<file path="config.mk">
export PLATFORM = sky130hd
export DESIGN_NAME = iir2_lookahead_fixed_filter
export DESIGN_NICKNAME = d
export VERILOG_FILES = /design/src/design/iir2la_pkg.sv /design/src/design/iir2la_prod.sv /design/src/design/iir2_lookahead_fixed_filter.sv
export SDC_FILE = /design/constraint.sdc
export NUM_CORES = 1
export LEC_CHECK = 0
export ABC_AREA = 1
export BUFFER_PORTS_ARGS = -buffer_cell sky130_fd_sc_hd__buf_2
export CORE_MARGIN = 10
export CORE_UTILIZATION = 25
export CTS_CLUSTER_DIAMETER = 60
export DETAILED_ROUTE_END_ITERATION = 10
export PLACE_DENSITY = 0.38
export SLEW_MARGIN = 20
export SYNTH_ARGS = -nofsm -noshare
export SYNTH_HDL_FRONTEND = slang
export SYNTH_HIERARCHICAL = 1
export SYNTH_SLANG_ARGS = --single-unit
</file>
<file path="constraint.sdc">
create_clock -name clk -period 7.5 [get_ports clk]
set_input_delay 1.125 -clock clk [delete_from_list [all_inputs] [get_ports clk]]
set_output_delay 1.125 -clock clk [all_outputs]
set_load 0.005 [all_outputs]
</file>
<file path="src/design/iir2la_pkg.sv">
// Shared sizes, register indexes and the saturation helper for the IIR filter.
// No dependencies; used by every RTL file of the block.
`default_nettype none

package iir2la_pkg;

  localparam int DATA_BITS      = 9;
  localparam int PRODUCT_BITS   = 17;
  localparam int PRODUCT_SHIFT  = 10;
  localparam int SUM_BITS       = 7;
  localparam int FIRST_SUM_BITS = 10;
  localparam int COEF_BITS      = 8;
  localparam int CFG_ADDR_BITS  = 3;

  // multiplier operand: wide enough for both the sample and w
  localparam int OPND_BITS  = (DATA_BITS > FIRST_SUM_BITS) ? DATA_BITS : FIRST_SUM_BITS;
  localparam int TDATA_BITS = ((DATA_BITS + 7) / 8) * 8;
  // working width for sums and clip compares, covers every range above
  localparam int CALC_BITS  = 34;

  typedef enum logic [CFG_ADDR_BITS-1:0] {
    REG_COEF_B0 = 3'd0,
    REG_COEF_B1 = 3'd1,
    REG_COEF_B2 = 3'd2,
    REG_COEF_C0 = 3'd3,
    REG_COEF_C1 = 3'd4,
    REG_COEF_C2 = 3'd5
  } cfg_reg_t;

  localparam logic signed [COEF_BITS-1:0] RST_COEF_B0 = 8'sd52;
  localparam logic signed [COEF_BITS-1:0] RST_COEF_B1 = 8'sd105;
  localparam logic signed [COEF_BITS-1:0] RST_COEF_B2 = 8'sd52;
  localparam logic signed [COEF_BITS-1:0] RST_COEF_C0 = 8'sd95;
  localparam logic signed [COEF_BITS-1:0] RST_COEF_C1 = -8'sd16;
  localparam logic signed [COEF_BITS-1:0] RST_COEF_C2 = -8'sd19;

  typedef struct packed {
    logic signed [CALC_BITS-1:0] val;
    logic                        clip;
  } sat_res_t;

  // Clamp v to a signed range of the given width; clip flags a clamp.
  function automatic sat_res_t sat_to(input logic signed [CALC_BITS-1:0] v,
                                      input int unsigned bits);
    logic signed [CALC_BITS-1:0] maxv;
    logic signed [CALC_BITS-1:0] minv;
    sat_res_t r;
    maxv = (CALC_BITS'(1) << (bits - 1)) - CALC_BITS'(1);
    minv = ~maxv;
    r.val  = v;
    r.clip = 1'b0;
    if (v > maxv) begin
      r.val  = maxv;
      r.clip = 1'b1;
    end else if (v < minv) begin
      r.val  = minv;
      r.clip = 1'b1;
    end
    return r;
  endfunction

endpackage

`default_nettype wire

</file>
<file path="src/design/iir2la_prod.sv">
// One coefficient product: multiply, clamp, arithmetic shift, clamp again.
// Depends on iir2la_pkg.
`default_nettype none

module iir2la_prod (
  input  wire logic signed [iir2la_pkg::COEF_BITS-1:0] coef,
  input  wire logic signed [iir2la_pkg::OPND_BITS-1:0] opnd,
  output logic signed [iir2la_pkg::SUM_BITS-1:0]       prod,
  output logic                                         clip
);

  logic signed [iir2la_pkg::COEF_BITS+iir2la_pkg::OPND_BITS-1:0] mult;
  logic signed [iir2la_pkg::CALC_BITS-1:0]                       shifted;
  iir2la_pkg::sat_res_t                                          full_sat;
  iir2la_pkg::sat_res_t                                          out_sat;

  always_comb begin
    mult     = coef * opnd;
    full_sat = iir2la_pkg::sat_to(iir2la_pkg::CALC_BITS'(mult),
                                  iir2la_pkg::PRODUCT_BITS);
    // floor shift on a signed value
    shifted  = full_sat.val >>> iir2la_pkg::PRODUCT_SHIFT;
    out_sat  = iir2la_pkg::sat_to(shifted, iir2la_pkg::SUM_BITS);
    prod     = iir2la_pkg::SUM_BITS'(out_sat.val);
    clip     = full_sat.clip | out_sat.clip;
  end

endmodule

`default_nettype wire

</file>
<file path="src/design/iir2_lookahead_fixed_filter.sv">
// Second-order fixed-point IIR filter (direct form II, one-step look-ahead,
// retimed). Takes one signed 9-bit sample per item and returns one filtered
// 9-bit sample plus an overflow flag per item. Throughput is one item per clock
// while the skid register is empty: all arithmetic for an item (four saturating
// sums and six coefficient products of 8 x 10 bits) runs in a single registered
// pass from the state registers and the input port to the result register, so
// the next sample can be taken in the following cycle. The result side is a
// two-entry stage (output register plus skid register), so input keeps flowing
// for one item while a result waits for out_tready.
// Coefficients come in over the cfg_ port (index 0..5: b0, b1, b2, c0, c1, c2,
// low 8 bits taken as signed); indexes 6 and 7 are ignored. Write them only
// while no item is in flight. Right after reset the first two results reflect
// the cleared product pipeline.
// Depends on iir2la_pkg and iir2la_prod.
`default_nettype none

module iir2_lookahead_fixed_filter (
  input  wire logic                                    clk,
  input  wire logic                                    rst_n,
  // input stream
  input  wire logic                                    in_tvalid,
  output logic                                         in_tready,
  input  wire logic [iir2la_pkg::TDATA_BITS-1:0]       in_tdata,   // [8:0] sample_in
  // result stream
  output logic                                         out_tvalid,
  input  wire logic                                    out_tready,
  output logic [iir2la_pkg::TDATA_BITS-1:0]            out_tdata,  // [8:0] sample_out
  output logic [0:0]                                   out_tuser,  // [0] overflow
  // coefficient writes
  input  wire logic                                    cfg_wr_en,
  input  wire logic [iir2la_pkg::CFG_ADDR_BITS-1:0]    cfg_addr,
  input  wire logic [iir2la_pkg::COEF_BITS-1:0]        cfg_wdata
);

  localparam int SB = iir2la_pkg::SUM_BITS;
  localparam int CB = iir2la_pkg::CALC_BITS;
  localparam int WB = iir2la_pkg::FIRST_SUM_BITS;
  localparam int DB = iir2la_pkg::DATA_BITS;
  localparam int KB = iir2la_pkg::COEF_BITS;
  localparam int OB = iir2la_pkg::OPND_BITS;

  // ---------------------------------------------------------------- coefs
  logic signed [KB-1:0] coef_b0_r, coef_b1_r, coef_b2_r;
  logic signed [KB-1:0] coef_c0_r, coef_c1_r, coef_c2_r;

  always_ff @(posedge clk) begin
    if (!rst_n) begin
      coef_b0_r <= iir2la_pkg::RST_COEF_B0;
      coef_b1_r <= iir2la_pkg::RST_COEF_B1;
      coef_b2_r <= iir2la_pkg::RST_COEF_B2;
      coef_c0_r <= iir2la_pkg::RST_COEF_C0;
      coef_c1_r <= iir2la_pkg::RST_COEF_C1;
      coef_c2_r <= iir2la_pkg::RST_COEF_C2;
    end else if (cfg_wr_en) begin
      case (iir2la_pkg::cfg_reg_t'(cfg_addr))
        iir2la_pkg::REG_COEF_B0: coef_b0_r <= cfg_wdata;
        iir2la_pkg::REG_COEF_B1: coef_b1_r <= cfg_wdata;
        iir2la_pkg::REG_COEF_B2: coef_b2_r <= cfg_wdata;
        iir2la_pkg::REG_COEF_C0: coef_c0_r <= cfg_wdata;
        iir2la_pkg::REG_COEF_C1: coef_c1_r <= cfg_wdata;
        iir2la_pkg::REG_COEF_C2: coef_c2_r <= cfg_wdata;
        default: ;  // unmapped index, dropped
      endcase
    end
  end

  // ---------------------------------------------------------------- state
  logic signed [WB-1:0] w_d1_r, w_d2_r;
  logic signed [SB-1:0] prod_c0_r, prod_c1_r, prod_b0_r, prod_b1_r;
  logic signed [SB-1:0] prod_c2_l0_r, prod_c2_l1_r;
  logic signed [SB-1:0] prod_b2_l0_r, prod_b2_l1_r;

  logic in_acc;
  assign in_acc = in_tvalid & in_tready;

  logic signed [DB-1:0] x;
  assign x = signed'(in_tdata[DB-1:0]);

  // ------------------------------------------------------- output sums
  iir2la_pkg::sat_res_t fb, w_res, ff, y_res;
  logic signed [WB-1:0] w_nxt;
  logic signed [DB-1:0] y_nxt;

  always_comb begin
    fb    = iir2la_pkg::sat_to(CB'(prod_c1_r) + CB'(prod_c2_l1_r), SB);
    w_res = iir2la_pkg::sat_to((CB'(prod_c0_r) <<< 2) + CB'(x) + (fb.val <<< 2), WB);
    ff    = iir2la_pkg::sat_to(CB'(prod_b1_r) + CB'(prod_b2_l1_r), SB);
    y_res = iir2la_pkg::sat_to((CB'(prod_b0_r) + ff.val) <<< 2, DB);
    w_nxt = WB'(w_res.val);
    y_nxt = DB'(y_res.val);
  end

  // ------------------------------------------------- products for next step
  logic signed [SB-1:0] pc0, pc1, pc2, pb0, pb1, pb2;
  logic [5:0]           prod_clip;

  iir2la_prod u_pc0 (.coef(coef_c0_r), .opnd(OB'(x)),      .prod(pc0), .clip(prod_clip[0]));
  iir2la_prod u_pc1 (.coef(coef_c1_r), .opnd(OB'(w_d1_r)), .prod(pc1), .clip(prod_clip[1]));
  iir2la_prod u_pc2 (.coef(coef_c2_r), .opnd(OB'(w_d1_r)), .prod(pc2), .clip(prod_clip[2]));
  iir2la_prod u_pb0 (.coef(coef_b0_r), .opnd(OB'(w_d1_r)), .prod(pb0), .clip(prod_clip[3]));
  iir2la_prod u_pb1 (.coef(coef_b1_r), .opnd(OB'(w_d2_r)), .prod(pb1), .clip(prod_clip[4]));
  iir2la_prod u_pb2 (.coef(coef_b2_r), .opnd(OB'(w_d2_r)), .prod(pb2), .clip(prod_clip[5]));

  logic ovf_nxt;
  assign ovf_nxt = fb.clip | w_res.clip | ff.clip | y_res.clip | (|prod_clip);

  // filter state advances once per accepted item
  always_ff @(posedge clk) begin
    if (!rst_n) begin
      w_d1_r       <= '0;
      w_d2_r       <= '0;
      prod_c0_r    <= '0;
      prod_c1_r    <= '0;
      prod_b0_r    <= '0;
      prod_b1_r    <= '0;
      prod_c2_l0_r <= '0;
      prod_c2_l1_r <= '0;
      prod_b2_l0_r <= '0;
      prod_b2_l1_r <= '0;
    end else if (in_acc) begin
      w_d2_r       <= w_d1_r;
      w_d1_r       <= w_nxt;
      prod_c0_r    <= pc0;
      prod_c1_r    <= pc1;
      prod_b0_r    <= pb0;
      prod_b1_r    <= pb1;
      prod_c2_l1_r <= prod_c2_l0_r;
      prod_c2_l0_r <= pc2;
      prod_b2_l1_r <= prod_b2_l0_r;
      prod_b2_l0_r <= pb2;
    end
  end

  // ------------------------------------------ result register + skid entry
  logic                 out_valid_r, out_valid_nxt;
  logic                 skid_valid_r, skid_valid_nxt;
  logic signed [DB-1:0] out_y_r, out_y_nxt, skid_y_r, skid_y_nxt;
  logic                 out_ovf_r, out_ovf_nxt, skid_ovf_r, skid_ovf_nxt;

  assign in_tready = ~skid_valid_r;

  always_comb begin
    out_valid_nxt  = out_valid_r;
    out_y_nxt      = out_y_r;
    out_ovf_nxt    = out_ovf_r;
    skid_valid_nxt = skid_valid_r;
    skid_y_nxt     = skid_y_r;
    skid_ovf_nxt   = skid_ovf_r;
    if (skid_valid_r) begin
      // no new item while the skid entry is full; drain it on a take
      if (out_tready) begin
        out_y_nxt      = skid_y_r;
        out_ovf_nxt    = skid_ovf_r;
        skid_valid_nxt = 1'b0;
      end
    end else if (in_acc) begin
      if (!out_valid_r || out_tready) begin
        out_valid_nxt = 1'b1;
        out_y_nxt     = y_nxt;
        out_ovf_nxt   = ovf_nxt;
      end else begin
        skid_valid_nxt = 1'b1;
        skid_y_nxt     = y_nxt;
        skid_ovf_nxt   = ovf_nxt;
      end
    end else if (out_tready) begin
      out_valid_nxt = 1'b0;
    end
  end

  always_ff @(posedge clk) begin
    if (!rst_n) begin
      out_valid_r  <= 1'b0;
      skid_valid_r <= 1'b0;
    end else begin
      out_valid_r  <= out_valid_nxt;
      skid_valid_r <= skid_valid_nxt;
    end
  end

  always_ff @(posedge clk) begin
    out_y_r    <= out_y_nxt;
    out_ovf_r  <= out_ovf_nxt;
    skid_y_r   <= skid_y_nxt;
    skid_ovf_r <= skid_ovf_nxt;
  end

  assign out_tvalid = out_valid_r;
  assign out_tdata  = iir2la_pkg::TDATA_BITS'(unsigned'(out_y_r));
  assign out_tuser  = out_ovf_r;

endmodule

`default_nettype wire

</file>
==> flow_summary.yaml, run 1 <==
status:
  outcome: "completed"
placed_design:
  postPlaceCellArea_sq_um: 29900
  io_buffers: 36
  place.gp.congestion: 0.768
  hpwl_um: 61900
routing:
  vias: 21900
  drc: 0
  routed_wl_um: 75500
  first_pass_iters: 5
  drt-wirelength-per-cell_um: 13.9
  drt_iter0_drc: 1001
  routed_via_density: 4.02
  ant_nets: 0
worst_hold_path:
  hold_depth: 2
  worstHoldStart: "coef_c1_r[7]"
  hold_path_class: "reg -> reg"
  holdPathEnd: "coef_c1_r[7]"
worst_setup_path:
  r2r_slack_ns: 1.12
  reg2reg_to: "out_tuser"
  end_kind: "flop"
  cp_slowest_cell: "dfxtp_1"
  critPathLaunchType: "flop"
  reg2reg_from: "w_d1_r[5]"
  worst_path_largest_cell_delay_ns: 0.84
  cp_data_required_time_ns: 7.70
  cp.arrival_ns: 6.58
  crit_fanout: 13
  crit_top_cell: "nand2_1"
  criticalPathCategory: "reg -> reg"
  worst-r2r-cell-count: 27
floorplanning:
  die_y_um: 355
  core_area_sq_um: 111000
  die_area_sq_um: 126000
  start_util_pct: 25.3
  die_w_um: 355
  rows: 122
  ioPinCount: 51
sta:
  whs_ns: 0.459
  setup_tns_ns: 0
  slew_headroom_pct: 36.9
  fmax_ghz: 0.157
  slew_viol_final: 0
  worst_pin_slew_ns: 0.945
  rsz0062_at_grt: "false"
  timing.final.crit_share_pct: 85.1
  skew_ns: 0.0120
  hold_violations: 0
  setup_viol: 0
  fin_crit_ns: 6.38
synth:
  synthDistinctLibCells: 42
  synthCells: 3982
  synth-edff-count: 18
  ys_seq_elements: 144
  post_synth.cell_area_avg_sq_um: 7.06
  ys_async_sr_fraction_pct: 0
  syn_area_sq_um: 28100
  ys_warn_count: 6
  yosysSeqAreaShare_pct: 10.9
  synthFlopType: "dfxtp_1"
global_route:
  grt_first_pass_wirelength_um: 124000
  grt_usage_pct: 12.2
  grt_start_max_net_pins: 74
  antenna_found_initial: 6
  grt_remaining_overflow: 0
  grt_pass1_vias: 22400
finish:
  antenna_cells: 0
  fin_area_sq_um: 30500
  layout.nets: 4657
  drive_gt1_share_pct: 5.24
  fillers: 12600
  syn_to_final_growth_pct: 8.50
clocking:
  insertion_delay_ns: 0.46
  cts_made_buffers: 17
  clkTransAtPathRegs_ns: 0.07
  ctsResizeCount: 0
  post_cts_buffers: 0
  cts_tree: "yes"
  cts_hold_buffers: 0
  cts_buffer_depth: 2
  cts_num_sinks: 144
  clockRootBuffer: "clkbuf_16"
  h-tree-depth: 4
flow_run:
  drv_cap: 0
[flip-flops by register name, indices dropped and copies added, names as in the netlist, 8 cells and up]
| register | flops |
|---|---|
| coef_b0_r | 8 |
| w_d2_r | 10 |
| coef_c1_r | 8 |
| coef_b1_r | 8 |
| w_d1_r | 10 |
| skid_y_r | 8 |
| out_y_r | 8 |
| coef_c0_r | 8 |
| coef_c2_r | 8 |
| coef_b2_r | 8 |
[through the flow]
step,cells,worst slack [ns],utilization [%]
floorplan,3988,1.31,-
global placement,5409,0.600,26.9
detailed placement,5409,0.645,26.9
CTS,5440,1.09,27.5
global route,5440,0.521,27.5
finish,5440,1.12,27.5
[synthesized netlist by cell type (all sizes together) (8+ instances only)]
master / count / area [sq um]
inv: 1103 / 4140
xor2: 35 / 307
clkbuf: 125 / 469
nand4: 20 / 125
edfxtp: 18 / 541
nand2: 985 / 3830
xnor2: 19 / 166
o21ai: 127 / 636
a31oi: 8 / 65.1
nand3: 181 / 1050
fa: 433 / 8670
or2: 8 / 50.1
buf: 20 / 130
o21bai: 11 / 82.6
ha: 252 / 3150
a21oi: 96 / 507
nor2: 386 / 1480
dfxtp: 126 / 2520
[placed cells by master, fill, tap and decap left out, types with 3 or more instances in the layout]
cell type / synthesis / layout
buf_2: 2 / 35
nand2_2: 22 / 23
inv_2: 17 / 18
dfxtp_1: 126 / 126
nand3_1: 162 / 162
xor2_1: 35 / 35
nand4_1: 20 / 20
a31oi_1: 7 / 7
a21oi_1: 93 / 92
nor2_2: 12 / 12
buf_4: 8 / 43
and2_1: 4 / 4
clkinv_4: 0 / 4
nor4_1: 3 / 3
nand3_4: 6 / 6
fa_1: 433 / 433
o21ai_0: 126 / 126
o21bai_1: 11 / 11
nor3_1: 5 / 5
xnor2_1: 19 / 19
or2_2: 8 / 8
o211ai_1: 6 / 6
nand3_2: 13 / 13
clkbuf_16: 0 / 18
nor2_1: 374 / 374
nand3b_1: 5 / 5
inv_1: 1086 / 1085
nand2_4: 11 / 11
conb_1: 1 / 7
ha_1: 252 / 252
edfxtp_1: 18 / 18
nand2_1: 952 / 951
[critical path, delay by kind of cell (launching register included)]
kind,cells,cell delay [ns]
AND/OR/NAND/NOR,15,2.01
flip-flops,1,0.84
buffers and inverters,5,0.52
adder cells (fa/ha/maj),6,2.65
AO/OA/AOI/OAI,1,0.07
[area by class of cell]
cell class / count / area, sq um / share of cell area [%]
flip-flops and latches: 144 / 3060 / 10.0
well taps: 1488 / 1860 / 6.10
clock buffers: 18 / 450 / 1.48
repair buffers: 78 / 498 / 1.63
clock inverters: 13 / 151 / 0.496
inverters: 1104 / 4140 / 13.6
multi-input cells: 2595 / 20300 / 66.7
[cells by family after synthesis]
family	after synthesis	share of synthesized area [%]
xor gates and xnor gates	54	1.68
DFF	144	10.9
other	1	0.0133
and+or+nand+nor	1599	23.7
adders and majority gates	685	42.0
buffers and inverters	1249	16.9
AOI/OAI and AO/OA	250	4.80
[worst max path at each step]
stage	from	to	slack (ns)
finish	w_d1_r[5]	out_tuser	1.12
global route	prod_c1_r[0]	w_d1_r[8]	0.52
CTS	w_d2_r[9]	out_tuser	1.09
detailed placement	in_tdata[8]	out_tuser	0.65
global placement	in_tdata[8]	out_tuser	0.60
floorplan	in_tdata[8]	out_tuser	1.31
[routing by layer]
metal	track usage [%]	wire [um]	vias to the layer above	part of all wire, %
met5	0	75	-	0.099
met4	1.33	526	10	0.70
met3	1.50	1560	26	2.1
met2	19.1	32800	144	43
met1	18.2	40500	10300	54
li1	-	-	11400	-
Power of run 1 is left out: the tool's default activity adds up to more than one toggle a clock period on the data nets, which glitch-free logic cannot reach.
==> inputs of run 2 (changes only) <==
--- a/config.mk
+++ b/config.mk
@@ -7,6 +7,7 @@
 export LEC_CHECK = 0
 export ABC_AREA = 1
 export BUFFER_PORTS_ARGS = -buffer_cell sky130_fd_sc_hd__buf_2
+export CORE_ASPECT_RATIO = 1.4
 export CORE_MARGIN = 10
 export CORE_UTILIZATION = 25
 export CTS_CLUSTER_DIAMETER = 60
==> flow_summary.yaml, run 2 (synthesized netlist as in run 1, its figures left out) <==
status:
  outcome: "completed"
worst_setup_path:
  critPathLaunchType: "input port"
  crit_fanout: 18
  end_kind: "flop"
  cp_data_required_time_ns: 7.69
  criticalPathCategory: "in -> reg"
  cp.arrival_ns: 6.62
sta:
  hold_violations: 0
  skew_ns: 0.0121
  fmax_ghz: 0.156
  setup_viol: 0
  timing.final.crit_share_pct: 85.7
  rsz0062_at_grt: "false"
  whs_ns: 0.466
  fin_crit_ns: 6.43
  slew_viol_final: 0
  worst_pin_slew_ns: 0.991
  setup_tns_ns: 0
  slew_headroom_pct: 33.9
routing:
  drc: 0
  drt_iter0_drc: 881
  drt-wirelength-per-cell_um: 14.0
  vias: 22200
  ant_nets: 0
  first_pass_iters: 6
  routed_wl_um: 75800
  routed_via_density: 4.10
floorplanning:
  core_area_sq_um: 112000
  ioPinCount: 51
  rows: 145
  die_area_sq_um: 126000
  die_w_um: 303
  start_util_pct: 25.2
  die_y_um: 417
clocking:
  clkTransAtPathRegs_ns: 0.07
  clockRootBuffer: "clkbuf_16"
  cts_num_sinks: 144
  insertion_delay_ns: 0.46
  cts_hold_buffers: 0
  h-tree-depth: 4
  cts_buffer_depth: 2
  cts_tree: "yes"
  ctsResizeCount: 0
  post_cts_buffers: 0
  cts_made_buffers: 17
global_route:
  grt_pass1_vias: 23500
  grt_first_pass_wirelength_um: 125000
  grt_start_max_net_pins: 75
  antenna_found_initial: 3
  grt_usage_pct: 12.2
  grt_remaining_overflow: 0
worst_hold_path:
  hold_path_class: "reg -> reg"
finish:
  layout.nets: 4660
  syn_to_final_growth_pct: 8.40
  drive_gt1_share_pct: 5.33
  stdcell_count: 5427
  mostFrequentLayoutCell: "inv_1"
  layout_common_cells: "1085 x inv_1, 951 x nand2_1, 433 x fa_1"
  reg_top3: "w_d1_r x10, w_d2_r x10"
placed_design:
  io_buffers: 36
  place.gp.congestion: 0.771
  dp.cells: 5394
  hpwl_um: 63800
flow_run:
  drv_cap: 0
-- run 2: changes by cell type in the layout (fill, tap and decap cells not counted), sizes merged --
cell / previous run / this run
clkinv: 7 / 2
clkinvlp: 0 / 5
buf: 78 / 81
inv: 1108 / 1111
bufinv: 2 / 1
clkbuf: 18 / 17
diode: 0 / 1
-- run 2: routing by layer --
metal	GRT usage, %	part of all wire (%)	up-vias
met3	1.09	1.9	44
met1	15.3	45	10600
li1	-	-	11400
met2	22.4	52	160
met5	0	0.022	-
met4	2.23	1.3	2
-- run 2: layout make-up --
type                       count  area (sq um)
fill                       12500         81100
multi-input combinational   2595         20300
inverter                    1104          4140
sequential                   144          3060
tap                         1470          1840
timing repair buffer          81           520
clock buffer                  17           425
clock inverter                15           145
antenna                        1          2.50
-- run 2: path summary, 6_finish.rpt --
path | startpoint | end | slack, ns | cells past startpoint
worst max-delay path | in_tdata[8] | out_tuser | 1.07 | 28
worst min-delay path | coef_c2_r[7] | coef_c2_r[7] | 0.47 | 2
worst max register to register | prod_c1_r[0] | w_d1_r[1] | 1.09 | 31
worst min register to register | coef_c2_r[7] | coef_c2_r[7] | 0.47 | 2
-- run 2: per-stage QoR --
stage	utilization (%)	area [sq um]	setup slack [ns]
after floorplan	-	28100	1.31
after global placement	26.8	29900	0.455
after detailed placement	26.8	29900	0.482
after CTS	27.3	30500	0.961
after global routing	27.3	30500	0.403
final	27.3	30500	1.07
-- run 2: critical path, stage by stage --
cell and delay (ns):
buf_2 0.32, nand2_1 0.24, fa_1 0.74, inv_1 0.13, fa_1 0.54, inv_1 0.05, fa_1 0.47, fa_1 0.51
inv_1 0.04, ha_1 0.33, nand2_1 0.11, inv_1 0.05, nand2_1 0.06, nand2_1 0.04, a21oi_1 0.14, nand2_2 0.10
inv_2 0.08, nand2_4 0.07, nand2_4 0.10, inv_1 0.05, ha_1 0.27, nand3_1 0.17, nor4_1 0.31, nand2_1 0.08
nor3_1 0.19, nand2_1 0.08, nor2_1 0.12, a21oi_1 0.07
Power of run 2 is left out for the same reason.
